<file path="src/hdl/rsw_pkg.sv">
// Package for the range-sum window counter.
// Sizes, register indexes and controller/datapath handshake structs.
// No dependencies.
`timescale 1ns / 1ps

package rsw_pkg;

    localparam int STORE_DEPTH = 1024;
    localparam int ADDR_W      = $clog2(STORE_DEPTH);
    localparam int CNT_W       = ADDR_W + 1;
    localparam int PREFIX_W    = 48;
    localparam int DIFF_W      = PREFIX_W + 1;
    localparam int SAMPLE_W    = 32;
    localparam int MATCH_W     = 10;
    localparam int TOTAL_W     = 19;
    localparam int CFG_IDX_W   = 1;

    localparam logic [CFG_IDX_W-1:0] REG_RANGE_LOW  = CFG_IDX_W'(0);
    localparam logic [CFG_IDX_W-1:0] REG_RANGE_HIGH = CFG_IDX_W'(1);

    typedef struct packed {
        logic load;
        logic scan;
        logic finish;
    } dp_cmd_t;

    typedef struct packed {
        logic scan_done;
        logic pipe_busy;
        logic full;
        logic out_free;
    } dp_sts_t;

endpackage

</file>
<file path="src/hdl/rsw_ctrl.sv">
// Controller FSM: sequences load, store scan, drain and result write-back.
// Depends on rsw_pkg.
`timescale 1ns / 1ps

module rsw_ctrl (
    input  logic             clk,
    input  logic             rst_n,
    input  logic             in_valid,
    output logic             in_ready,
    input  rsw_pkg::dp_sts_t sts,
    output rsw_pkg::dp_cmd_t cmd
);
    import rsw_pkg::*;

    typedef enum logic [1:0] {
        IDLE,
        SCAN,
        DRAIN,
        FINISH
    } state_t;

    state_t state_reg;
    logic   ready_reg;

    assign in_ready   = ready_reg;
    assign cmd.load   = in_valid && ready_reg;
    assign cmd.scan   = (state_reg == SCAN) && !sts.full && !sts.scan_done;
    assign cmd.finish = (state_reg == FINISH) && sts.out_free;

    always_ff @(posedge clk or negedge rst_n)
    begin
        if (!rst_n)
        begin
            state_reg <= IDLE;
            ready_reg <= 1'b1;
        end
        else
        begin
            unique case (state_reg)
                IDLE:
                begin
                    if (in_valid && ready_reg)
                    begin
                        state_reg <= SCAN;
                        ready_reg <= 1'b0;
                    end
                end
                SCAN:
                begin
                    if (sts.full)
                    begin
                        state_reg <= FINISH;
                    end
                    else if (sts.scan_done)
                    begin
                        state_reg <= DRAIN;
                    end
                end
                DRAIN:
                begin
                    if (!sts.pipe_busy)
                    begin
                        state_reg <= FINISH;
                    end
                end
                FINISH:
                begin
                    if (sts.out_free)
                    begin
                        state_reg <= IDLE;
                        ready_reg <= 1'b1;
                    end
                end
                default:
                begin
                    state_reg <= IDLE;
                    ready_reg <= 1'b1;
                end
            endcase
        end
    end

    // one transaction in flight at a time
    a_no_accept_busy: assert property (@(posedge clk) disable iff (!rst_n)
        cmd.load |=> !ready_reg)
        else $error("rsw_ctrl: accepted while busy");

    // results only written once the compare pipeline is empty
    a_finish_drained: assert property (@(posedge clk) disable iff (!rst_n)
        (cmd.finish && !sts.full) |-> !sts.pipe_busy)
        else $error("rsw_ctrl: finish with pipeline busy");

endmodule

</file>
<file path="config.mk">
export PLATFORM = sky130hd
export DESIGN_NAME = rsw_ctrl
export DESIGN_NICKNAME = d
export VERILOG_FILES = /design/src/hdl/rsw_pkg.sv /design/src/hdl/rsw_ctrl.sv
export SDC_FILE = /design/constraint.sdc
export NUM_CORES = 1
export LEC_CHECK = 0
export BUFFER_PORTS_ARGS = -buffer_cell sky130_fd_sc_hd__buf_2
export CAP_MARGIN = 20
export CORE_AREA = 2 2 39 41
export CTS_BUF_LIST = sky130_fd_sc_hd__clkbuf_4 sky130_fd_sc_hd__clkbuf_8
export CTS_CLUSTER_DIAMETER = 120
export DETAILED_ROUTE_END_ITERATION = 7
export DIE_AREA = 0 0 41 43
export PLACE_DENSITY = 0.45
export SLEW_MARGIN = 20
export SYNTH_ARGS = -nofsm -noshare
export SYNTH_HDL_FRONTEND = slang
export SYNTH_SLANG_ARGS = --single-unit
</file>
<file path="constraint.sdc">
create_clock -name clk -period 2.02 [get_ports clk]
set_input_delay 0.202 -clock clk [delete_from_list [all_inputs] [get_ports clk]]
set_output_delay 0.202 -clock clk [all_outputs]
set_load 0.03 [all_outputs]
</file>
==> impl_metrics.csv, run 1 <==
group,metric,value,unit
run_status,run_status,"complete, no violations",
global_route,globalRouteTotalUtil,0.0844,
yosys,netlist.top_cell.by_area,"sky130_fd_sc_hd__ha_1",
setup_path,critical_path.max_fanout,5,
pwr,worst_ir_drop_vdd,0.234,mV
global_route,grt_start_max_net_pins,6,
clock_network,max-clock-path-buffers,2,
yosys,post_synth_mux_area_share,0,
sta,setup_violations,0,
global_route,global_route.overflow_total,0,
yosys,async_set_reset_flop_share_out_of_synthesis,1.00,
sta,worstMarginPinSlew,0.408,ns
clock_network,tritoncts.num_buffers,3,
yosys,synth_enable_flop_cells,0,
global_route,first_global_vias,254,
global_route,grt_antenna_before_repair,0,
drt,average_via_count_per_standard_cell,4.19,
sta,final_cycle_share,0.825,
die,die-area,0.00176,mm^2
clock_network,tritoncts,"built",
clock_network,clk-insertion-delay-late,0.23,ns
sta,hold_viol_final,0,
drt,total_wirelength,542,um
setup_path,cp_slowest_stage_delay,0.44,ns
yosys,xor_and_xnor_area_share_after_synthesis,0,
clock_network,cts.clk_slew.worst_paths,0.03,ns
setup_path,timing.critical_path.cells,"inv_1 -> ha_1 -> nor3b_4 -> a2111oi_4 -> o21ai_2 -> a22oi_2",
die,die_width,41,um
drt,via_count,239,
die,fp.coreArea,0.00138,mm^2
layout,design.final.nets,55,
layout,synthToLayoutAreaGrowth,37.8,%
clock_network,cts_root_buffer,"sky130_fd_sc_hd__clkbuf_4",
yosys,synthTopCellsByArea,"sky130_fd_sc_hd__ha_1 (26%), sky130_fd_sc_hd__dfrtp_1 (17%), sky130_fd_sc_hd__a2111oi_4 (9.4%), sky130_fd_sc_hd__dfstp_2 (9.0%), sky130_fd_sc_hd__nor3b_4 (6.4%)",
drt,dr.pass1.iters,2,
yosys,synth.yosys.seq_area_share,0.262,
die,floorplan.initialDensity,0.211,
sta,rsz0062_at_grt,"false",
layout,fillerInstances,156,
placed_design,gpl.final_weighted_congestion,0.679,
yosys,synthesis.area,292,um^2
global_route,grt_first_pass_wirelength,986,um
sta,timing.final.ws_setup,0.353,ns
placed_design,buffer_ports.inserted,10,
yosys,postSynthRegisterBits,3,
yosys,synthesis.nets,39,
yosys,fraction_of_the_mapped_netlist_area_in_compound_gates,0.258,
die,std_cell_rows,14,
setup_path,critical_path_class,"flop to flop",
run,drv.max_cap_violation_count,0,
yosys,yosys.area.top_type_share,0.258,
setup_path,worst_ep_arrival_time,1.81,ns
layout,largest_register_ff_count,2,
yosys,yosys.cell_count.top_type,"sky130_fd_sc_hd__ha_1",
sta,layout_min_cycle_time,1.67,ns
sta,maxClockFrequency,600,MHz
yosys,synth.cells.most_frequent,"sky130_fd_sc_hd__ha_1 (6), sky130_fd_sc_hd__inv_1 (3), sky130_fd_sc_hd__dfrtp_1 (2), sky130_fd_sc_hd__nand2_1 (2)",
yosys,synthDistinctLibCells,17,
drt,drc_errors,0,
min_path,min_path_type,"primary input to async pin",
clock_network,cts_htree_levels,1,
sta,setup_total_negative_slack,0,ns
pwr,total_leakage_power,0.207,nW
clock_network,cts_resized,0,
placed_design,detailedPlace.worstSlack,0.350,ns
yosys,post_synth.cell_area_avg,11.2,um^2
setup_path,setup.worst_path.end_class,"flop",
yosys,synthSimpleGateAreaFrac,0.185,
yosys,post_synth_inst_count,26,
pwr,powerDensity,464,mW/mm^2
drt,antenna_left,0,
setup_path,setup.worst_path.start_class,"flop",
die,die_h,43,um
layout,antenna-diode-count,0,
yosys,synth_top_flop_cell,"sky130_fd_sc_hd__dfrtp_1",
die,count_of_pins_on_the_block_boundary,11,
sta,clock-skew-final,0.00322,ns
clock_network,clock_sinks,3,
setup_path,crit_path_top_delay_cell,"sky130_fd_sc_hd__a2111oi_4",
yosys,total_number_of_yosys_warnings,0,
setup_path,timing.critical_path.required,2.17,ns
yosys,synth_top_family_by_area,"compound AO/OA/AOI/OAI gates",
placed_design,place_hpwl,487,um
layout,drive_above_1_share,0.512,
sta,count_of_final_max_slew_check_failures,0,
sta,slew_headroom,0.728,
drt,drt_iter0_markers,5,
yosys,synth-adder-area-share,0.258,
drt,detail_routed_net_length_per_standard_cell,9.51,um
-- layout by cell type, fill, tap and decap left out, drive strengths merged --
cell,count
inv,3
a211oi,1
ha,6
and2,2
nor3b,1
o21ai,2
dfrtp,2
a22oi,1
and2b,1
clkbuf,4
a22o,1
dlygate4sd3,1
a2111oi,1
dfstp,1
a21oi,1
buf,10
nand2,3
-- layout make-up --
type | instances | area (um^2) | area share
Clock buffer | 4 | 30.0 | 0.0748
Inverter | 3 | 11.3 | 0.0280
Multi-Input combinational cell | 20 | 204 | 0.508
Sequential cell | 3 | 76.3 | 0.190
Tap cell | 16 | 20.0 | 0.0498
Timing Repair Buffer | 11 | 60.1 | 0.150
-- per-layer routing --
layer / vias up / share of wire / global-route usage / routed length, um
met4: 0 / 0 / 0.0200 / 0
met2: 8 / 0.57 / 0.147 / 310
met1: 110 / 0.35 / 0.0710 / 189
met5: - / 0 / 0 / 0
met3: 0 / 0.079 / 0.0628 / 43
li1: 121 / - / - / -
-- power by group --
part | internal (mW) | switching [mW]
combinational | 0.00562 | 0.00403
clock | 0.0872 | 0.0291
sequential | 0.0606 | 0
total | 0.153 | 0.0331
-- cells by family after synthesis --
| group | Yosys count |
|---|---|
| buffers and inverters | 3 |
| AND/OR/NAND/NOR | 7 |
| AO/OA/AOI/OAI | 7 |
| adder cells (fa/ha/maj) | 6 |
| flip-flops | 3 |
-- per-stage QoR --
step | area (um^2) | total power [mW] | utilization | hold WS, ns | instances
3_5_place_dp | 362 | 0.0696 | 0.261 | -0.00205 | 52
4_1_cts | 402 | 0.192 | 0.290 | 0.297 | 57
5_1_grt | 402 | 0.199 | 0.290 | 0.321 | 57
2_1_floorplan | 292 | 0.0615 | - | -0.0936 | 26
3_3_place_gp | 362 | 0.0694 | 0.261 | -0.00138 | 52
6_report | 402 | 0.187 | 0.290 | 0.301 | 57
-- critical path: cells and delay by family (launching register included) --
| family | cells | cell delay [ns] |
|---|---|---|
| AND/OR/NAND/NOR | 1 | 0.16 |
| buffers and inverters | 1 | 0.12 |
| adder cells (fa/ha/maj) | 1 | 0.21 |
| AO/OA/AOI/OAI | 3 | 0.68 |
| flip-flops | 1 | 0.42 |
-- final timing paths --
path	startpoint	to	slack [ns]	depth (start not counted)
min reg2reg	in_ready$_DFFE_PN1P_	in_ready$_DFFE_PN1P_	0.58	1
min	rst_n	state_reg[0]$_DFFE_PN0P_	0.30	2
max	state_reg[1]$_DFFE_PN0P_	state_reg[0]$_DFFE_PN0P_	0.35	6
max reg2reg	state_reg[1]$_DFFE_PN0P_	state_reg[0]$_DFFE_PN0P_	0.35	6
min in group clk	sts[1]	state_reg[0]$_DFFE_PN0P_	0.40	3
max in group asynchronous	rst_n	in_ready$_DFFE_PN1P_	1.53	2
-- what timing repair did --
item | 4_1_cts | 5_1_grt
hold buffers | 1 | 0
buffers inserted | 0 | 0
endpoints found under the hold margin | 3 | 0
No activity file was read; power rests on OpenSTA's default activity.
==> run 2, diff against run 1 <==
==> constraint.sdc (replaced) <==
create_clock -name clk -period 1.6 [get_ports clk]
set_input_delay 0.16 -clock clk [delete_from_list [all_inputs] [get_ports clk]]
set_output_delay 0.16 -clock clk [all_outputs]
set_load 0.03 [all_outputs]
==> impl_metrics.csv, run 2 (synthesis results as in run 1) <==
group,metric,value,unit
sta,setup_violations,0,
pwr,total_leakage_power,0.214,nW
layout,layout.cells.most_common,"sky130_fd_sc_hd__buf_2",
drt,drt_iter0_markers,5,
placed_design,placedCellCount,54,
layout,design.final.nets,57,
placed_design,buffer_ports.inserted,10,
die,fp.coreArea,0.00138,mm^2
setup_path,worst_ep_arrival_time,1.66,ns
sta,worstMarginPinSlew,0.386,ns
sta,layout_min_cycle_time,1.52,ns
die,std_cell_rows,14,
die,die_width,41,um
layout,share_of_the_core_filled_with_cells,0.309,
layout,post_layout_nonfiller_instances,59,
global_route,grt_antenna_before_repair,0,
setup_path,timing.critical_path.required,1.75,ns
clock_network,tritoncts,"built",
drt,via_count,234,
placed_design,detailedPlace.worstSlack,0.0381,ns
clock_network,clk-insertion-delay-late,0.23,ns
drt,detail_routed_net_length_per_standard_cell,8.37,um
layout,synthToLayoutAreaGrowth,46.8,%
global_route,globalRouteTotalUtil,0.0733,
clock_network,cts_htree_levels,1,
layout,largest_register_ff_count,2,
drt,average_via_count_per_standard_cell,3.97,
sta,maxClockFrequency,660,MHz
clock_network,tritoncts.num_buffers,3,
die,die_h,43,um
setup_path,setup.worst_path.start_class,"flop",
placed_design,postPlaceCellArea,377,um^2
global_route,first_global_vias,257,
pwr,powerDensity,545,mW/mm^2
global_route,grt_first_pass_wirelength,862,um
layout,antenna-diode-count,0,
layout,fillerInstances,146,
global_route,global_route.overflow_total,0,
run,drv.max_cap_violation_count,0,
clock_network,cts_root_buffer,"sky130_fd_sc_hd__clkbuf_4",
run_status,run_status,"complete, no violations",
die,count_of_pins_on_the_block_boundary,11,
placed_design,gpl.final_weighted_congestion,0.694,
layout,final_cell_area,428,um^2
sta,slew_headroom,0.743,
setup_path,setup.worst_path.end_class,"flop",
sta,rsz0062_at_grt,"true",
sta,fin_hold_ws,0.255,ns
sta,clock-skew-final,0.00145,ns
global_route,grt_start_max_net_pins,5,
sta,hold_viol_final,0,
drt,dr.pass1.iters,2,
clock_network,max-clock-path-buffers,2,
clock_network,clock_sinks,3,
drt,drc_errors,0,
layout,drive_above_1_share,0.605,
placed_design,place_hpwl,442,um
setup_path,critical_path_class,"flop to flop",
sta,count_of_final_max_slew_check_failures,0,
clock_network,cts.clk_slew.worst_paths,0.04,ns
sta,final_cycle_share,0.947,
drt,total_wirelength,494,um
drt,antenna_left,0,
min_path,min_path_type,"primary input to async pin",
layout,most_used_cells_in_the_layout_excluding_fill_and_tap_cells,"sky130_fd_sc_hd__buf_2 (9), sky130_fd_sc_hd__ha_1 (4), sky130_fd_sc_hd__clkbuf_4 (4)",
pwr,worst_ir_drop_vdd,0.248,mV
die,die-area,0.00176,mm^2
die,floorplan.initialDensity,0.211,
sta,timing.final.ws_setup,0.0844,ns
setup_path,critical_path.max_fanout,4,
## run 2: cell count changes in the layout (fill, tap and decap cells not counted)
| cell | before | now |
|---|---|---|
| sky130_fd_sc_hd__buf_6 | 0 | 1 |
| sky130_fd_sc_hd__ha_1 | 6 | 4 |
| sky130_fd_sc_hd__ha_2 | 0 | 2 |
| sky130_fd_sc_hd__inv_2 | 0 | 1 |
| sky130_fd_sc_hd__o21ai_1 | 0 | 1 |
| sky130_fd_sc_hd__buf_2 | 10 | 9 |
| sky130_fd_sc_hd__inv_1 | 3 | 2 |
| sky130_fd_sc_hd__o21ai_0 | 1 | 0 |
| sky130_fd_sc_hd__buf_4 | 0 | 2 |
## run 2: cell type report
cell class | count | area, um^2 | area share
Multi-Input combinational cell | 20 | 209 | 0.488
Clock buffer | 4 | 30.0 | 0.0702
Timing Repair Buffer | 13 | 81.3 | 0.190
Tap cell | 16 | 20.0 | 0.0468
Inverter | 3 | 11.3 | 0.0263
Sequential cell | 3 | 76.3 | 0.178
## run 2: final timing paths
check                                         startpoint                        to  slack [ns]  depth (start not counted)
worst max-delay path            state_reg[1]$_DFFE_PN0P_  state_reg[0]$_DFFE_PN0P_        0.08                          6
worst min-delay path                               rst_n  state_reg[0]$_DFFE_PN0P_        0.25                          2
worst max register to register  state_reg[1]$_DFFE_PN0P_  state_reg[0]$_DFFE_PN0P_        0.08                          6
worst min register to register      in_ready$_DFFE_PN1P_      in_ready$_DFFE_PN1P_        0.58                          1
max in group asynchronous                          rst_n      in_ready$_DFFE_PN1P_        1.15                          2
min in group clk                                  sts[1]  state_reg[0]$_DFFE_PN0P_        0.35                          3
## run 2: per-stage QoR
step	setup TNS [ns]	total power, mW
floorplan	0	0.0777
global placement	0	0.0875
detailed placement	0	0.0878
CTS	0	0.239
global route	-0.0379	0.248
finish	0	0.233
## run 2: power breakdown
group / internal (mW) / switching (mW) / leakage (nW)
Sequential: 0.0764 / 0 / 0.0383
Combinational: 0.00709 / 0.00501 / 0.157
Clock: 0.110 / 0.0346 / 0.0184
Total: 0.194 / 0.0396 / 0.214
## run 2: repair_timing
action,in CTS,in global routing
resized for setup,0,7
hold buffers,1,0
setup buffers,0,0
endpoints found under the hold margin,3,0
endpoints found under the setup margin,0,3
## run 2: worst max-delay path, stage by stage (launching register included)
cell and delay, ns:
sky130_fd_sc_hd__dfrtp_1 0.40, sky130_fd_sc_hd__buf_4 0.16, sky130_fd_sc_hd__ha_1 0.16, sky130_fd_sc_hd__and2_0 0.18
sky130_fd_sc_hd__a2111oi_4 0.31, sky130_fd_sc_hd__o21ai_2 0.10, sky130_fd_sc_hd__a22oi_2 0.12
## run 2: layer usage
| layer | vias up | share of wire | global-route usage |
|---|---|---|---|
| met3 | 0 | 0.040 | 0.0314 |
| met4 | 0 | 0 | 0.0400 |
| met5 | - | 0 | 0 |
| met2 | 5 | 0.57 | 0.128 |
| met1 | 106 | 0.38 | 0.0643 |
| li1 | 123 | - | - |
==> run 3, diff against run 2 <==
--- a/config.mk
+++ b/config.mk
@@ -7,12 +7,14 @@
 export LEC_CHECK = 0
 export BUFFER_PORTS_ARGS = -buffer_cell sky130_fd_sc_hd__buf_2
 export CAP_MARGIN = 20
+export CELL_PAD_IN_SITES_DETAIL_PLACEMENT = 0
+export CELL_PAD_IN_SITES_GLOBAL_PLACEMENT = 2
 export CORE_AREA = 2 2 39 41
 export CTS_BUF_LIST = sky130_fd_sc_hd__clkbuf_4 sky130_fd_sc_hd__clkbuf_8
 export CTS_CLUSTER_DIAMETER = 120
 export DETAILED_ROUTE_END_ITERATION = 7
 export DIE_AREA = 0 0 41 43
-export PLACE_DENSITY = 0.45
+export PLACE_DENSITY = 0.64
 export SLEW_MARGIN = 20
 export SYNTH_ARGS = -nofsm -noshare
 export SYNTH_HDL_FRONTEND = slang
==> impl_metrics.csv, run 3 (synthesis results as in run 1) <==
group,metric,value,unit
layout,antenna-diode-count,0,
die,std_cell_rows,14,
drt,wl_met3,16,um
sta,clock-skew-final,0.00523,ns
sta,layout_min_cycle_time,1.58,ns
drt,dr.max_layer_used,"met3",
clock_network,cts_root_buffer,"sky130_fd_sc_hd__clkbuf_4",
pwr,total_leakage_power,0.216,nW
setup_path,critical_path.reg2reg.endpoint,"state_reg[0]$_DFFE_PN0P_",
placed_design,placedCellCount,54,
clock_network,cts.clk_slew.worst_paths,0.04,ns
global_route,global_route.overflow_total,0,
die,die_h,43,um
pwr,worst_ir_drop_vdd,0.275,mV
die,die_width,41,um
drt,met1_length,238,um
layout,most_used_cells_in_the_layout_excluding_fill_and_tap_cells,"sky130_fd_sc_hd__buf_2 (10), sky130_fd_sc_hd__ha_1 (5), sky130_fd_sc_hd__clkbuf_4 (4)",
drt,average_via_count_per_standard_cell,4.08,
global_route,first_global_vias,254,
sta,rsz0062_at_grt,"true",
setup_path,r2r_cells,5,
layout,drive_above_1_share,0.581,
setup_path,worstReg2RegStart,"state_reg[0]$_DFFE_PN0P_",
clock_network,tritoncts,"built",
setup_path,path_delay_family,"compound AO/OA/AOI/OAI gates",
layout,synthToLayoutAreaGrowth,43.8,%
sta,final_cycle_share,0.990,
die,die-area,0.00176,mm^2
global_route,globalRouteTotalUtil,0.0675,
global_route,grt_start_max_net_pins,5,
die,floorplan.initialDensity,0.211,
drt,dr.pass1.iters,2,
global_route,grt_first_pass_wirelength,834,um
placed_design,buffer_ports.inserted,10,
layout,largest_register_ff_count,2,
drt,antenna_left,0,
sta,slew_headroom,0.745,
drt,via_count,241,
sta,worstMarginPinSlew,0.382,ns
layout,layout.cells.most_common,"sky130_fd_sc_hd__buf_2",
setup_path,critical_path.max_fanout,4,
placed_design,gpl.final_weighted_congestion,0.731,
setup_path,critical_path_class,"flop to flop",
drt,drc_errors,0,
run,drv.max_cap_violation_count,0,
min_path,min_path_type,"primary input to async pin",
clock_network,clk-insertion-delay-late,0.23,ns
setup_path,cp_slowest_stage_delay,0.41,ns
drt,detail_routed_net_length_per_standard_cell,9.68,um
sta,count_of_final_max_slew_check_failures,0,
setup_path,worst_ep_arrival_time,1.72,ns
die,count_of_pins_on_the_block_boundary,11,
clock_network,cts_htree_levels,1,
drt,total_wirelength,571,um
drt,dr_wl_met2,316,um
sta,maxClockFrequency,631,MHz
setup_path,path_buf_inv,0,
sta,hold_viol_final,0,
sta,timing.final.ws_setup,0.0156,ns
sta,setup_total_negative_slack,0,ns
layout,post_layout_nonfiller_instances,59,
clock_network,clock_sinks,3,
setup_path,setup.worst_path.end_class,"flop",
setup_path,r2r_slack,0.02,ns
setup_path,timing.critical_path.cells,"ha_1 -> and2b_1 -> a2111oi_4 -> o21ai_2 -> a22oi_2",
setup_path,setup.worst_path.start_class,"flop",
drt,drt_iter0_markers,1,
setup_path,timing.critical_path.required,1.74,ns
pwr,powerDensity,566,mW/mm^2
layout,fillerInstances,157,
clock_network,tritoncts.num_buffers,3,
placed_design,detailedPlace.worstSlack,-0.00690,ns
setup_path,crit_path_top_delay_cell,"sky130_fd_sc_hd__dfrtp_1",
clock_network,max-clock-path-buffers,2,
run_status,run_status,"complete, no violations",
pwr,report.power.total,0.237,mW
sta,setup_violations,0,
die,fp.coreArea,0.00138,mm^2
layout,design.final.nets,57,
global_route,grt_antenna_before_repair,0,
run 3: worst max path at each step:
stage / from / end / slack, ns / cells after the start
final: state_reg[0]$_DFFE_PN0P_ / state_reg[0]$_DFFE_PN0P_ / 0.02 / 5
after global routing: state_reg[0]$_DFFE_PN0P_ / state_reg[0]$_DFFE_PN0P_ / -0.04 / 5
after CTS: state_reg[0]$_DFFE_PN0P_ / state_reg[0]$_DFFE_PN0P_ / 0.007 / 5
after floorplan: state_reg[1]$_DFFE_PN0P_ / state_reg[0]$_DFFE_PN0P_ / 0.04 / 6
after global placement: state_reg[1]$_DFFE_PN0P_ / state_reg[0]$_DFFE_PN0P_ / 0.02 / 6
after detailed placement: state_reg[1]$_DFFE_PN0P_ / state_reg[0]$_DFFE_PN0P_ / -0.007 / 6
run 3: area by class of cell:
cell class                      count  area (um^2)  share of cell area
Tap cell                           16         20.0              0.0478
Multi-Input combinational cell     20          206               0.493
Clock buffer                        4         30.0              0.0716
Timing Repair Buffer               13         75.1               0.179
Inverter                            3         11.3              0.0269
Sequential cell                     3         76.3               0.182
run 3: per-layer routing:
metal / track usage / vias up
met5: 0 / -
met4: 0.0400 / 0
met3: 0 / 0
met2: 0.134 / 5
met1: 0.0584 / 112
li1: - / 124
run 3: stage by stage:
step                      utilization  hold slack, ns  instance area [um^2]
final                           0.303           0.256                   419
after global routing            0.303           0.268                   419
after CTS                       0.303           0.254                   419
after detailed placement        0.272         -0.0434                   377
after global placement          0.272         -0.0462                   377
after floorplan                     -          -0.136                   292
run 3: power breakdown:
part           switching, mW  leakage, nW  internal [mW]  total, mW
sequential                 0       0.0383         0.0764     0.0764
clock                 0.0383       0.0184          0.110      0.149
combinational        0.00508        0.159        0.00710     0.0122
run 3: timing repair:
| action | CTS | global route |
|---|---|---|
| endpoints found under the hold margin | 3 | 0 |
| resized for setup | 2 | 0 |
| endpoints found under the setup margin | 1 | 1 |
| cloned | 0 | 0 |
| setup buffers | 0 | 0 |
| hold buffers | 1 | 0 |
